## src/hw/rtl/ccfc_pkg.sv

```systemverilog
`default_nettype none
package ccfc_pkg;

	localparam logic [31:0] CRC_POLY = 32'h04C1_1DB7;
	localparam logic [31:0] CRC_INIT = 32'hFFFF_FFFF;
	localparam logic [15:0] FRAME_OVERHEAD = 16'd8;

	typedef enum logic [2:0] {
		ST_ACK     = 3'd0,
		ST_CRC_ERR = 3'd1,
		ST_NO_ACK  = 3'd2,
		ST_TIMEOUT = 3'd3,
		ST_BAD_LEN = 3'd4
	} status_t;

	typedef enum logic [1:0] {
		PH_HEADER  = 2'd0,
		PH_PAYLOAD = 2'd1,
		PH_CRC     = 2'd2
	} phase_t;

	typedef enum logic {
		FN_BYTE    = 1'b0,
		FN_TIMEOUT = 1'b1
	} func_t;

	typedef struct packed {
		status_t     status;
		logic [15:0] command_index;
		logic [12:0] payload_length;
	} res_t;

	// one byte through crc-32/mpeg-2, msb first
	function automatic logic [31:0] crc_byte(input logic [31:0] crc, input logic [7:0] b);
		logic [31:0] c;
		c = crc ^ {b, 24'h00_0000};
		for (int k = 0; k < 8; k++) begin
			c = c[31] ? ((c << 1) ^ CRC_POLY) : (c << 1);
		end
		return c;
	endfunction

endpackage
`default_nettype wire

```

## src/hw/rtl/ccfc_in_if.sv

```systemverilog
`default_nettype none
interface ccfc_in_if;
	logic       valid;
	logic       ready;
	logic       func;
	logic [7:0] data_byte;

	modport source(output valid, output func, output data_byte, input ready);
	modport sink(input valid, input func, input data_byte, output ready);
endinterface
`default_nettype wire

```

## src/hw/rtl/ccfc_out_if.sv

```systemverilog
`default_nettype none
interface ccfc_out_if;
	logic        valid;
	logic        ready;
	logic [2:0]  status;
	logic [15:0] command_index;
	logic [12:0] payload_length;

	modport source(output valid, output status, output command_index,
		output payload_length, input ready);
	modport sink(input valid, input status, input command_index,
		input payload_length, output ready);
endinterface
`default_nettype wire

```

## src/hw/rtl/crc_checked_command_frame_check_unit.sv

```systemverilog
// channel   dir  handshake      payload
// item      in   valid/ready    func, data_byte
// result    out  valid/ready    status, command_index, payload_length
// cfg       in   cfg_we         cfg_wdata (command_count)
//
// one request per cycle unless the result stalls: input register, then frame
// logic into the result register. a byte-wide crc step bounds the frame logic.
// arst_n resets the frame state (crc to CRC_INIT) and clears command_count to zero.
// a stalled result holds the input register; other requests still enter
// while no result is pending.
`default_nettype none
module crc_checked_command_frame_check_unit #(
	parameter int MAX_PAYLOAD = 4096
) (
	input  wire logic        clk,
	input  wire logic        arst_n,
	ccfc_in_if.sink          item,
	ccfc_out_if.source       result,
	input  wire logic        cfg_we,
	input  wire logic [15:0] cfg_wdata
);
	import ccfc_pkg::*;

	logic        valid_s1;
	logic        func_s1;
	logic [7:0]  byte_s1;
	logic [15:0] command_count_q;
	logic        res_valid_q;
	res_t        res_q;
	logic        advance;
	logic        emit;
	res_t        res;

	assign advance    = valid_s1 && (!res_valid_q || result.ready);
	assign item.ready = !valid_s1 || advance;

	always_ff @(posedge clk or negedge arst_n) begin
		if (!arst_n) begin
			command_count_q <= '0;
		end else if (cfg_we) begin
			command_count_q <= cfg_wdata;
		end
	end

	always_ff @(posedge clk or negedge arst_n) begin
		if (!arst_n) begin
			valid_s1 <= 1'b0;
		end else if (item.valid && item.ready) begin
			valid_s1 <= 1'b1;
		end else if (advance) begin
			valid_s1 <= 1'b0;
		end
	end

	always_ff @(posedge clk) begin
		if (item.valid && item.ready) begin
			func_s1 <= item.func;
			byte_s1 <= item.data_byte;
		end
	end

	ccfc_engine #(
		.MAX_PAYLOAD(MAX_PAYLOAD)
	) u_engine (
		.clk           (clk),
		.arst_n        (arst_n),
		.step          (advance),
		.func          (func_s1),
		.data_byte     (byte_s1),
		.command_count (command_count_q),
		.emit          (emit),
		.res           (res)
	);

	always_ff @(posedge clk or negedge arst_n) begin
		if (!arst_n) begin
			res_valid_q <= 1'b0;
		end else if (advance && emit) begin
			res_valid_q <= 1'b1;
		end else if (result.ready) begin
			res_valid_q <= 1'b0;
		end
	end

	always_ff @(posedge clk) begin
		if (advance && emit) begin
			res_q <= res;
		end
	end

	assign result.valid          = res_valid_q;
	assign result.status         = res_q.status;
	assign result.command_index  = res_q.command_index;
	assign result.payload_length = res_q.payload_length;

endmodule
`default_nettype wire

```

## src/hw/rtl/ccfc_engine.sv

```systemverilog
`default_nettype none
module ccfc_engine #(
	parameter int MAX_PAYLOAD = 4096
) (
	input  wire logic             clk,
	input  wire logic             arst_n,
	input  wire logic             step,
	input  wire logic             func,
	input  wire logic [7:0]       data_byte,
	input  wire logic [15:0]      command_count,
	output logic                  emit,
	output ccfc_pkg::res_t        res
);
	import ccfc_pkg::*;

	phase_t      phase_q, phase_d, phase_eff;
	logic [15:0] cnt_q, cnt_d, cnt_inc;
	logic [31:0] crc_q, crc_d;
	logic [31:0] run_q, run_d;
	logic [15:0] cmd_q, cmd_d;
	logic [15:0] size_q, size_d;
	logic [31:0] rcv_q, rcv_d;
	logic [15:0] plen;
	logic        clr;

	always_ff @(posedge clk or negedge arst_n) begin
		if (!arst_n) begin
			phase_q <= PH_HEADER;
			cnt_q   <= '0;
			crc_q   <= CRC_INIT;
			run_q   <= CRC_INIT;
			cmd_q   <= '0;
			size_q  <= '0;
			rcv_q   <= '0;
		end else if (step) begin
			phase_q <= phase_d;
			cnt_q   <= cnt_d;
			crc_q   <= crc_d;
			run_q   <= run_d;
			cmd_q   <= cmd_d;
			size_q  <= size_d;
			rcv_q   <= rcv_d;
		end
	end

	always_comb begin
		case (phase_q)
			PH_PAYLOAD: phase_eff = PH_PAYLOAD;
			PH_CRC:     phase_eff = PH_CRC;
			default:    phase_eff = PH_HEADER;
		endcase

		plen    = size_q - FRAME_OVERHEAD;
		cnt_inc = cnt_q + 16'd1;

		phase_d = phase_eff;
		cnt_d   = cnt_q;
		crc_d   = crc_q;
		run_d   = run_q;
		cmd_d   = cmd_q;
		size_d  = size_q;
		rcv_d   = rcv_q;
		clr     = 1'b0;
		emit    = 1'b0;
		res.status         = ST_ACK;
		res.command_index  = cmd_q;
		res.payload_length = plen[12:0];

		if (func == FN_TIMEOUT) begin
			clr = 1'b1;
			if (phase_eff != PH_HEADER) begin
				emit       = 1'b1;
				res.status = ST_TIMEOUT;
			end
		end else begin
			case (phase_eff)
				PH_PAYLOAD: begin
					// crc only advances on whole groups, run tracks the partial group
					run_d = crc_byte(run_q, data_byte);
					if (cnt_q[1:0] == 2'd3) begin
						crc_d = run_d;
					end
					cnt_d = cnt_inc;
					if (cnt_inc >= plen) begin
						cnt_d   = '0;
						phase_d = PH_CRC;
					end
				end
				PH_CRC: begin
					rcv_d = rcv_q | ({24'h00_0000, data_byte} << {cnt_q[1:0], 3'b000});
					cnt_d = cnt_inc;
					if (cnt_q[1:0] == 2'd3) begin
						emit = 1'b1;
						clr  = 1'b1;
						if (rcv_d != crc_q) begin
							res.status = ST_CRC_ERR;
						end else if (cmd_q < command_count) begin
							res.status = ST_ACK;
						end else begin
							res.status = ST_NO_ACK;
						end
					end
				end
				default: begin
					crc_d = crc_byte(crc_q, data_byte);
					run_d = crc_d;
					case (cnt_q[1:0])
						2'd0:    cmd_d = {8'h00, data_byte};
						2'd1:    cmd_d = {data_byte, cmd_q[7:0]};
						2'd2:    size_d = {8'h00, data_byte};
						default: size_d = {data_byte, size_q[7:0]};
					endcase
					res.command_index = cmd_d;
					cnt_d = cnt_inc;
					if (cnt_q[1:0] == 2'd3) begin
						cnt_d = '0;
						if (size_d < FRAME_OVERHEAD ||
							(size_d - FRAME_OVERHEAD) > 16'(MAX_PAYLOAD)) begin
							emit               = 1'b1;
							clr                = 1'b1;
							res.status         = ST_BAD_LEN;
							res.payload_length = '0;
						end else if (size_d == FRAME_OVERHEAD) begin
							phase_d = PH_CRC;
						end else begin
							phase_d = PH_PAYLOAD;
						end
					end
				end
			endcase
		end

		if (clr) begin
			phase_d = PH_HEADER;
			cnt_d   = '0;
			crc_d   = CRC_INIT;
			run_d   = CRC_INIT;
			cmd_d   = '0;
			size_d  = '0;
			rcv_d   = '0;
		end
	end

endmodule
`default_nettype wire
```

## src/flat_wrapper.sv

```systemverilog
// flat-port wrapper written by rule: the top's interface ports become plain ports
module crc_checked_command_frame_check_unit_flat import ccfc_pkg::*;
#(
	parameter int MAX_PAYLOAD = 4096
)
  (clk, arst_n, cfg_we, cfg_wdata, item_valid, item_func, item_data_byte, item_ready, result_valid, result_status, result_command_index, result_payload_length, result_ready);
  ccfc_in_if item_i ();
  ccfc_out_if result_i ();
  input  wire logic clk;
  input  wire logic arst_n;
  input  wire logic cfg_we;
  input  wire logic [15:0] cfg_wdata;
  input wire logic [$bits(item_i.valid)-1:0] item_valid;
  input wire logic [$bits(item_i.func)-1:0] item_func;
  input wire logic [$bits(item_i.data_byte)-1:0] item_data_byte;
  output wire logic [$bits(item_i.ready)-1:0] item_ready;
  output wire logic [$bits(result_i.valid)-1:0] result_valid;
  output wire logic [$bits(result_i.status)-1:0] result_status;
  output wire logic [$bits(result_i.command_index)-1:0] result_command_index;
  output wire logic [$bits(result_i.payload_length)-1:0] result_payload_length;
  input wire logic [$bits(result_i.ready)-1:0] result_ready;
  assign item_i.valid = item_valid;
  assign item_i.func = item_func;
  assign item_i.data_byte = item_data_byte;
  assign item_ready = item_i.ready;
  assign result_valid = result_i.valid;
  assign result_status = result_i.status;
  assign result_command_index = result_i.command_index;
  assign result_payload_length = result_i.payload_length;
  assign result_i.ready = result_ready;
  crc_checked_command_frame_check_unit #(.MAX_PAYLOAD(MAX_PAYLOAD)) u_core (.clk(clk), .arst_n(arst_n), .item(item_i), .result(result_i), .cfg_we(cfg_we), .cfg_wdata(cfg_wdata));
endmodule
```

## config.mk

```make
export PLATFORM = sky130hd
export DESIGN_NAME = crc_checked_command_frame_check_unit_flat
export DESIGN_NICKNAME = d
export VERILOG_FILES = /design/src/hw/rtl/ccfc_pkg.sv /design/src/hw/rtl/ccfc_in_if.sv /design/src/hw/rtl/ccfc_out_if.sv /design/src/hw/rtl/crc_checked_command_frame_check_unit.sv /design/src/hw/rtl/ccfc_engine.sv /design/src/flat_wrapper.sv
export SDC_FILE = /design/constraint.sdc
export NUM_CORES = 1
export LEC_CHECK = 0
export BUFFER_PORTS_ARGS = -buffer_cell sky130_fd_sc_hd__buf_2
export CORE_ASPECT_RATIO = 0.7
export CORE_MARGIN = 1.5
export CORE_UTILIZATION = 64
export CTS_BUF_LIST = sky130_fd_sc_hd__clkbuf_4
export DETAILED_ROUTE_END_ITERATION = 6
export GPL_TIMING_DRIVEN = 0
export PLACE_DENSITY = 0.86
export SLEW_MARGIN = 20
export SYNTH_ARGS = -nofsm -noshare
export SYNTH_HDL_FRONTEND = slang
export SYNTH_SLANG_ARGS = --single-unit
export TNS_END_PERCENT = 50
```

## constraint.sdc

```tcl
create_clock -name clk -period 5.05 [get_ports clk]
set_clock_uncertainty 0.2 [all_clocks]
set_input_delay 1.2625 -clock clk [delete_from_list [all_inputs] [get_ports clk]]
set_output_delay 1.2625 -clock clk [all_outputs]
set_load 0.1 [all_outputs]
```

==> flow_summary.json <==
{
  "die_w_um": 167,
  "hold_path.class": "reg -> reg",
  "cts.path.max_buffers": 3,
  "port_buffers": 63,
  "slew_viol_final": 0,
  "ys_seq_elements": 205,
  "fin_crit_sh_pct": 94.6,
  "die_h_um": 117,
  "rr_startpoint": "u_core.u_engine.cnt_q[1]",
  "critical_path_required_ns": 5.48,
  "worstReg2RegEnd": "u_core.u_engine.cnt_q[8]",
  "ys.flop_type": "dfrtp_1",
  "post-route-drc-count": 12,
  "ff2ff_setup_slack_ns": 0.27,
  "status": "complete, but fails checks",
  "ys_top_cells_by_area": "dfrtp_1 (21%), dfstp_2 (14%), xnor2_1 (11%)",
  "synth_largest_area_cell": "dfrtp_1",
  "clkSinkCount": 205,
  "gp_congestion": 0.988,
  "rows": 41,
  "drive_above_1_share_pct": 20.4,
  "yosysUniqueCellTypes": 66,
  "clkTransAtPathRegs_ns": 0.07,
  "max_freq_mhz": 209,
  "ios": 64,
  "ant_nets": 0,
  "worst-slew-pin-transition_ns": 1.14,
  "powerDensity_mw_per_mm2": 723,
  "cts_setup_buffers": 0,
  "critPathLaunchType": "register",
  "insertion_delay_ns": 0.71,
  "dp_hpwl_mm": 25.6,
  "grt_max_degree": 91,
  "syn_inst": 1153,
  "power_leakage_uw": 0.00563,
  "rsz0062_at_grt": "no",
  "maxCapViolCount": 0,
  "fin_area_mm2": 0.0133,
  "vias": 9959,
  "cts_tree": "done",
  "reg2regPathDepth": 17,
  "coreArea_mm2": 0.0182,
  "grt_pass1_wl_mm": 53.8,
  "fillers": 1329,
  "cts_root_buffer": "clkbuf_4",
  "via_per_inst": 6.41,
  "cp-end-kind": "register",
  "crit_type": "reg -> reg",
  "slew_headroom_pct": 23.6,
  "setup-violations-final": 0,
  "async_reset_ff_share_pct": 80.0,
  "cts_max_level": 2,
  "synth_edf_count": 41,
  "antenna_found_initial": 1,
  "hold_path_depth": 2,
  "period_minus_slack_ns": 4.78,
  "place_area_mm2": 0.0127,
  "grt_overflow_total": 0,
  "initial_utilization_pct": 66.0,
  "grt_usage_pct": 35.9,
  "wl_mm": 34.6,
  "cp-startpoint": "u_core.u_engine.cnt_q[1]",
  "avgSynthCellArea_um2": 10.4,
  "timing.final.ws_setup_ns": 0.273,
  "peakVddDrop_mv": 0.417,
  "nNetsFinal": 1342,
  "drtPass1Iterations": 7,
  "worstPathArrival_ns": 5.21,
  "path_max_fanout": 19,
  "syn_area_mm2": 0.0120,
  "die_area_mm2": 0.0196,
  "worstHoldStart": "u_core.u_engine.crc_q[31]",
  "min_to": "u_core.u_engine.crc_q[31]",
  "post-route-util_pct": 73.3,
  "preCtsSetupSlack_ns": -0.330,
  "drt_iter0_drc": 1411,
  "synth-warning-count": 0,
  "grt_pass1_vias": 9562,
  "syn_nets": 1225,
  "wire_per_inst_um": 22.3,
  "area_growth_pct": 11.0,
  "yosysTopAreaCellShare_pct": 20.9,
  "synth_seq_area_share_pct": 45.2,
  "final_hold_viol_count": 0,
  "cts-buffers-inserted": 51,
  "violations": "design-rule violations"
}
==> cells in the final DEF, fill, tap and decap left out, types with 46 or more instances in the layout <==
master,netlist,final
a22o_1,54,54
dfstp_2,64,64
xnor2_1,155,155
o21ai_0,46,46
a21oi_1,66,66
clkbuf_1,53,51
buf_2,9,70
clkbuf_4,0,68
nor2_1,71,70
nand2_1,79,79
dfrtp_1,100,99
==> sequential cells by signal (all words and copies together) (netlist names) <==
register,count
u_core.result.payload_length,13
u_core.result.status,3
u_core.u_engine.crc_q,32
u_core.u_engine.phase_q,2
u_core.byte_s1,8
u_core.result.valid,1
u_core.u_engine.size_q,16
u_core.func_s1,1
u_core.valid_s1,1
u_core.u_engine.run_q,32
u_core.command_count_q,16
u_core.u_engine.rcv_q,32
u_core.u_engine.cmd_q,16
u_core.u_engine.cnt_q,16
u_core.result.command_index,16
==> how the worst max path moves through the flow <==
stage                     slack (ns)                        endpoint
after global routing            0.04        u_core.u_engine.cnt_q[8]
after detailed placement       -0.33        u_core.u_engine.cnt_q[8]
after CTS                       0.07        u_core.u_engine.cnt_q[8]
after global placement         -0.24        u_core.u_engine.cnt_q[0]
after floorplan                 0.88  u_core.result.command_index[0]
final                           0.27        u_core.u_engine.cnt_q[8]
==> Yosys cell counts (all sizes together) (13+ instances only) <==
cell type	n
o22a	31
o211ai	16
inv	43
xor2	43
nor2	71
and3	14
dfrtp	100
xnor2	157
ha	42
clkbuf	53
a21o	13
buf	15
mux2	21
and2	13
a21oi	67
nand4	15
edfxtp	41
nand2	79
o21ai	48
nor3	14
a31oi	21
dfstp	64
nor4	13
a22o	55
==> repair_timing <==
item / CTS / global route
resized for setup: 1 / 6
hold buffers: 0 / 0
setup endpoints to repair: 14 / 14
pin swaps: 0 / 0
endpoints found under the hold margin: 0 / 0
==> cell type report <==
class                   count  area, um^2  area share, %
inverters                  43         161           1.21
diodes                      5        12.5         0.0940
multi-input cells         837        6130           46.1
repair buffers             65         373           2.80
plain buffers              67         282           2.12
clock buffers              68         510           3.84
well taps                 236         295           2.22
flip-flops and latches    205        5420           40.7
clock inverters            27         121          0.912
==> where the power goes <==
part	leakage (uW)	internal [uW]	switching, uW
sequential	0.00240	2230	365
combinational	0.00286	2230	3410
clock	0.000369	639	746
==> worst max-delay path, stage by stage (launching register included) <==
cell	delay, ns
dfrtp_1	0.48
ha_1	0.30
buf_4	0.27
nand2_1	0.16
nor2_1	0.21
and3_1	0.29
and3_1	0.25
xor2_1	0.28
ha_1	0.32
nand4_1	0.12
o31ai_1	0.10
a221o_1	0.30
a31oi_2	0.29
a211oi_1	0.14
or2_2	0.37
clkbuf_2	0.20
o21ai_0	0.23
a22o_1	0.17
==> per-stage QoR <==
stage	total power [uW]	cells	hold WS, ns	TNS (ns)
after detailed placement	8030	1454	0.285	-2.62
final	9620	1553	0.303	0
after global routing	10100	1553	0.311	0
after floorplan	6690	1153	0.262	0
after global placement	7890	1452	0.276	-4.75
after CTS	9440	1548	0.300	0
==> logic make-up (layout without fill, tap and decap cells) <==
logic type / Yosys count / in the layout / share of synthesized area (%)
xor+xnor: 201 / 201 / 14.9
compound gates: 303 / 303 / 18.4
fa+ha+maj: 42 / 42 / 4.39
other cells: 0 / 5 / 0
mux: 24 / 24 / 2.22
flops: 205 / 205 / 45.2
buf+inv: 111 / 270 / 3.70
simple gates: 267 / 267 / 11.2
==> per-layer routing <==
metal | vias to the layer above | wire length, um | GRT usage, %
met5 | - | 0 | 0
met4 | 0 | 558 | 8.13
met3 | 61 | 5270 | 14.3
met2 | 682 | 13600 | 47.3
met1 | 4831 | 15200 | 54.7
li1 | 4385 | - | -
(Power assumes the default switching activity.)
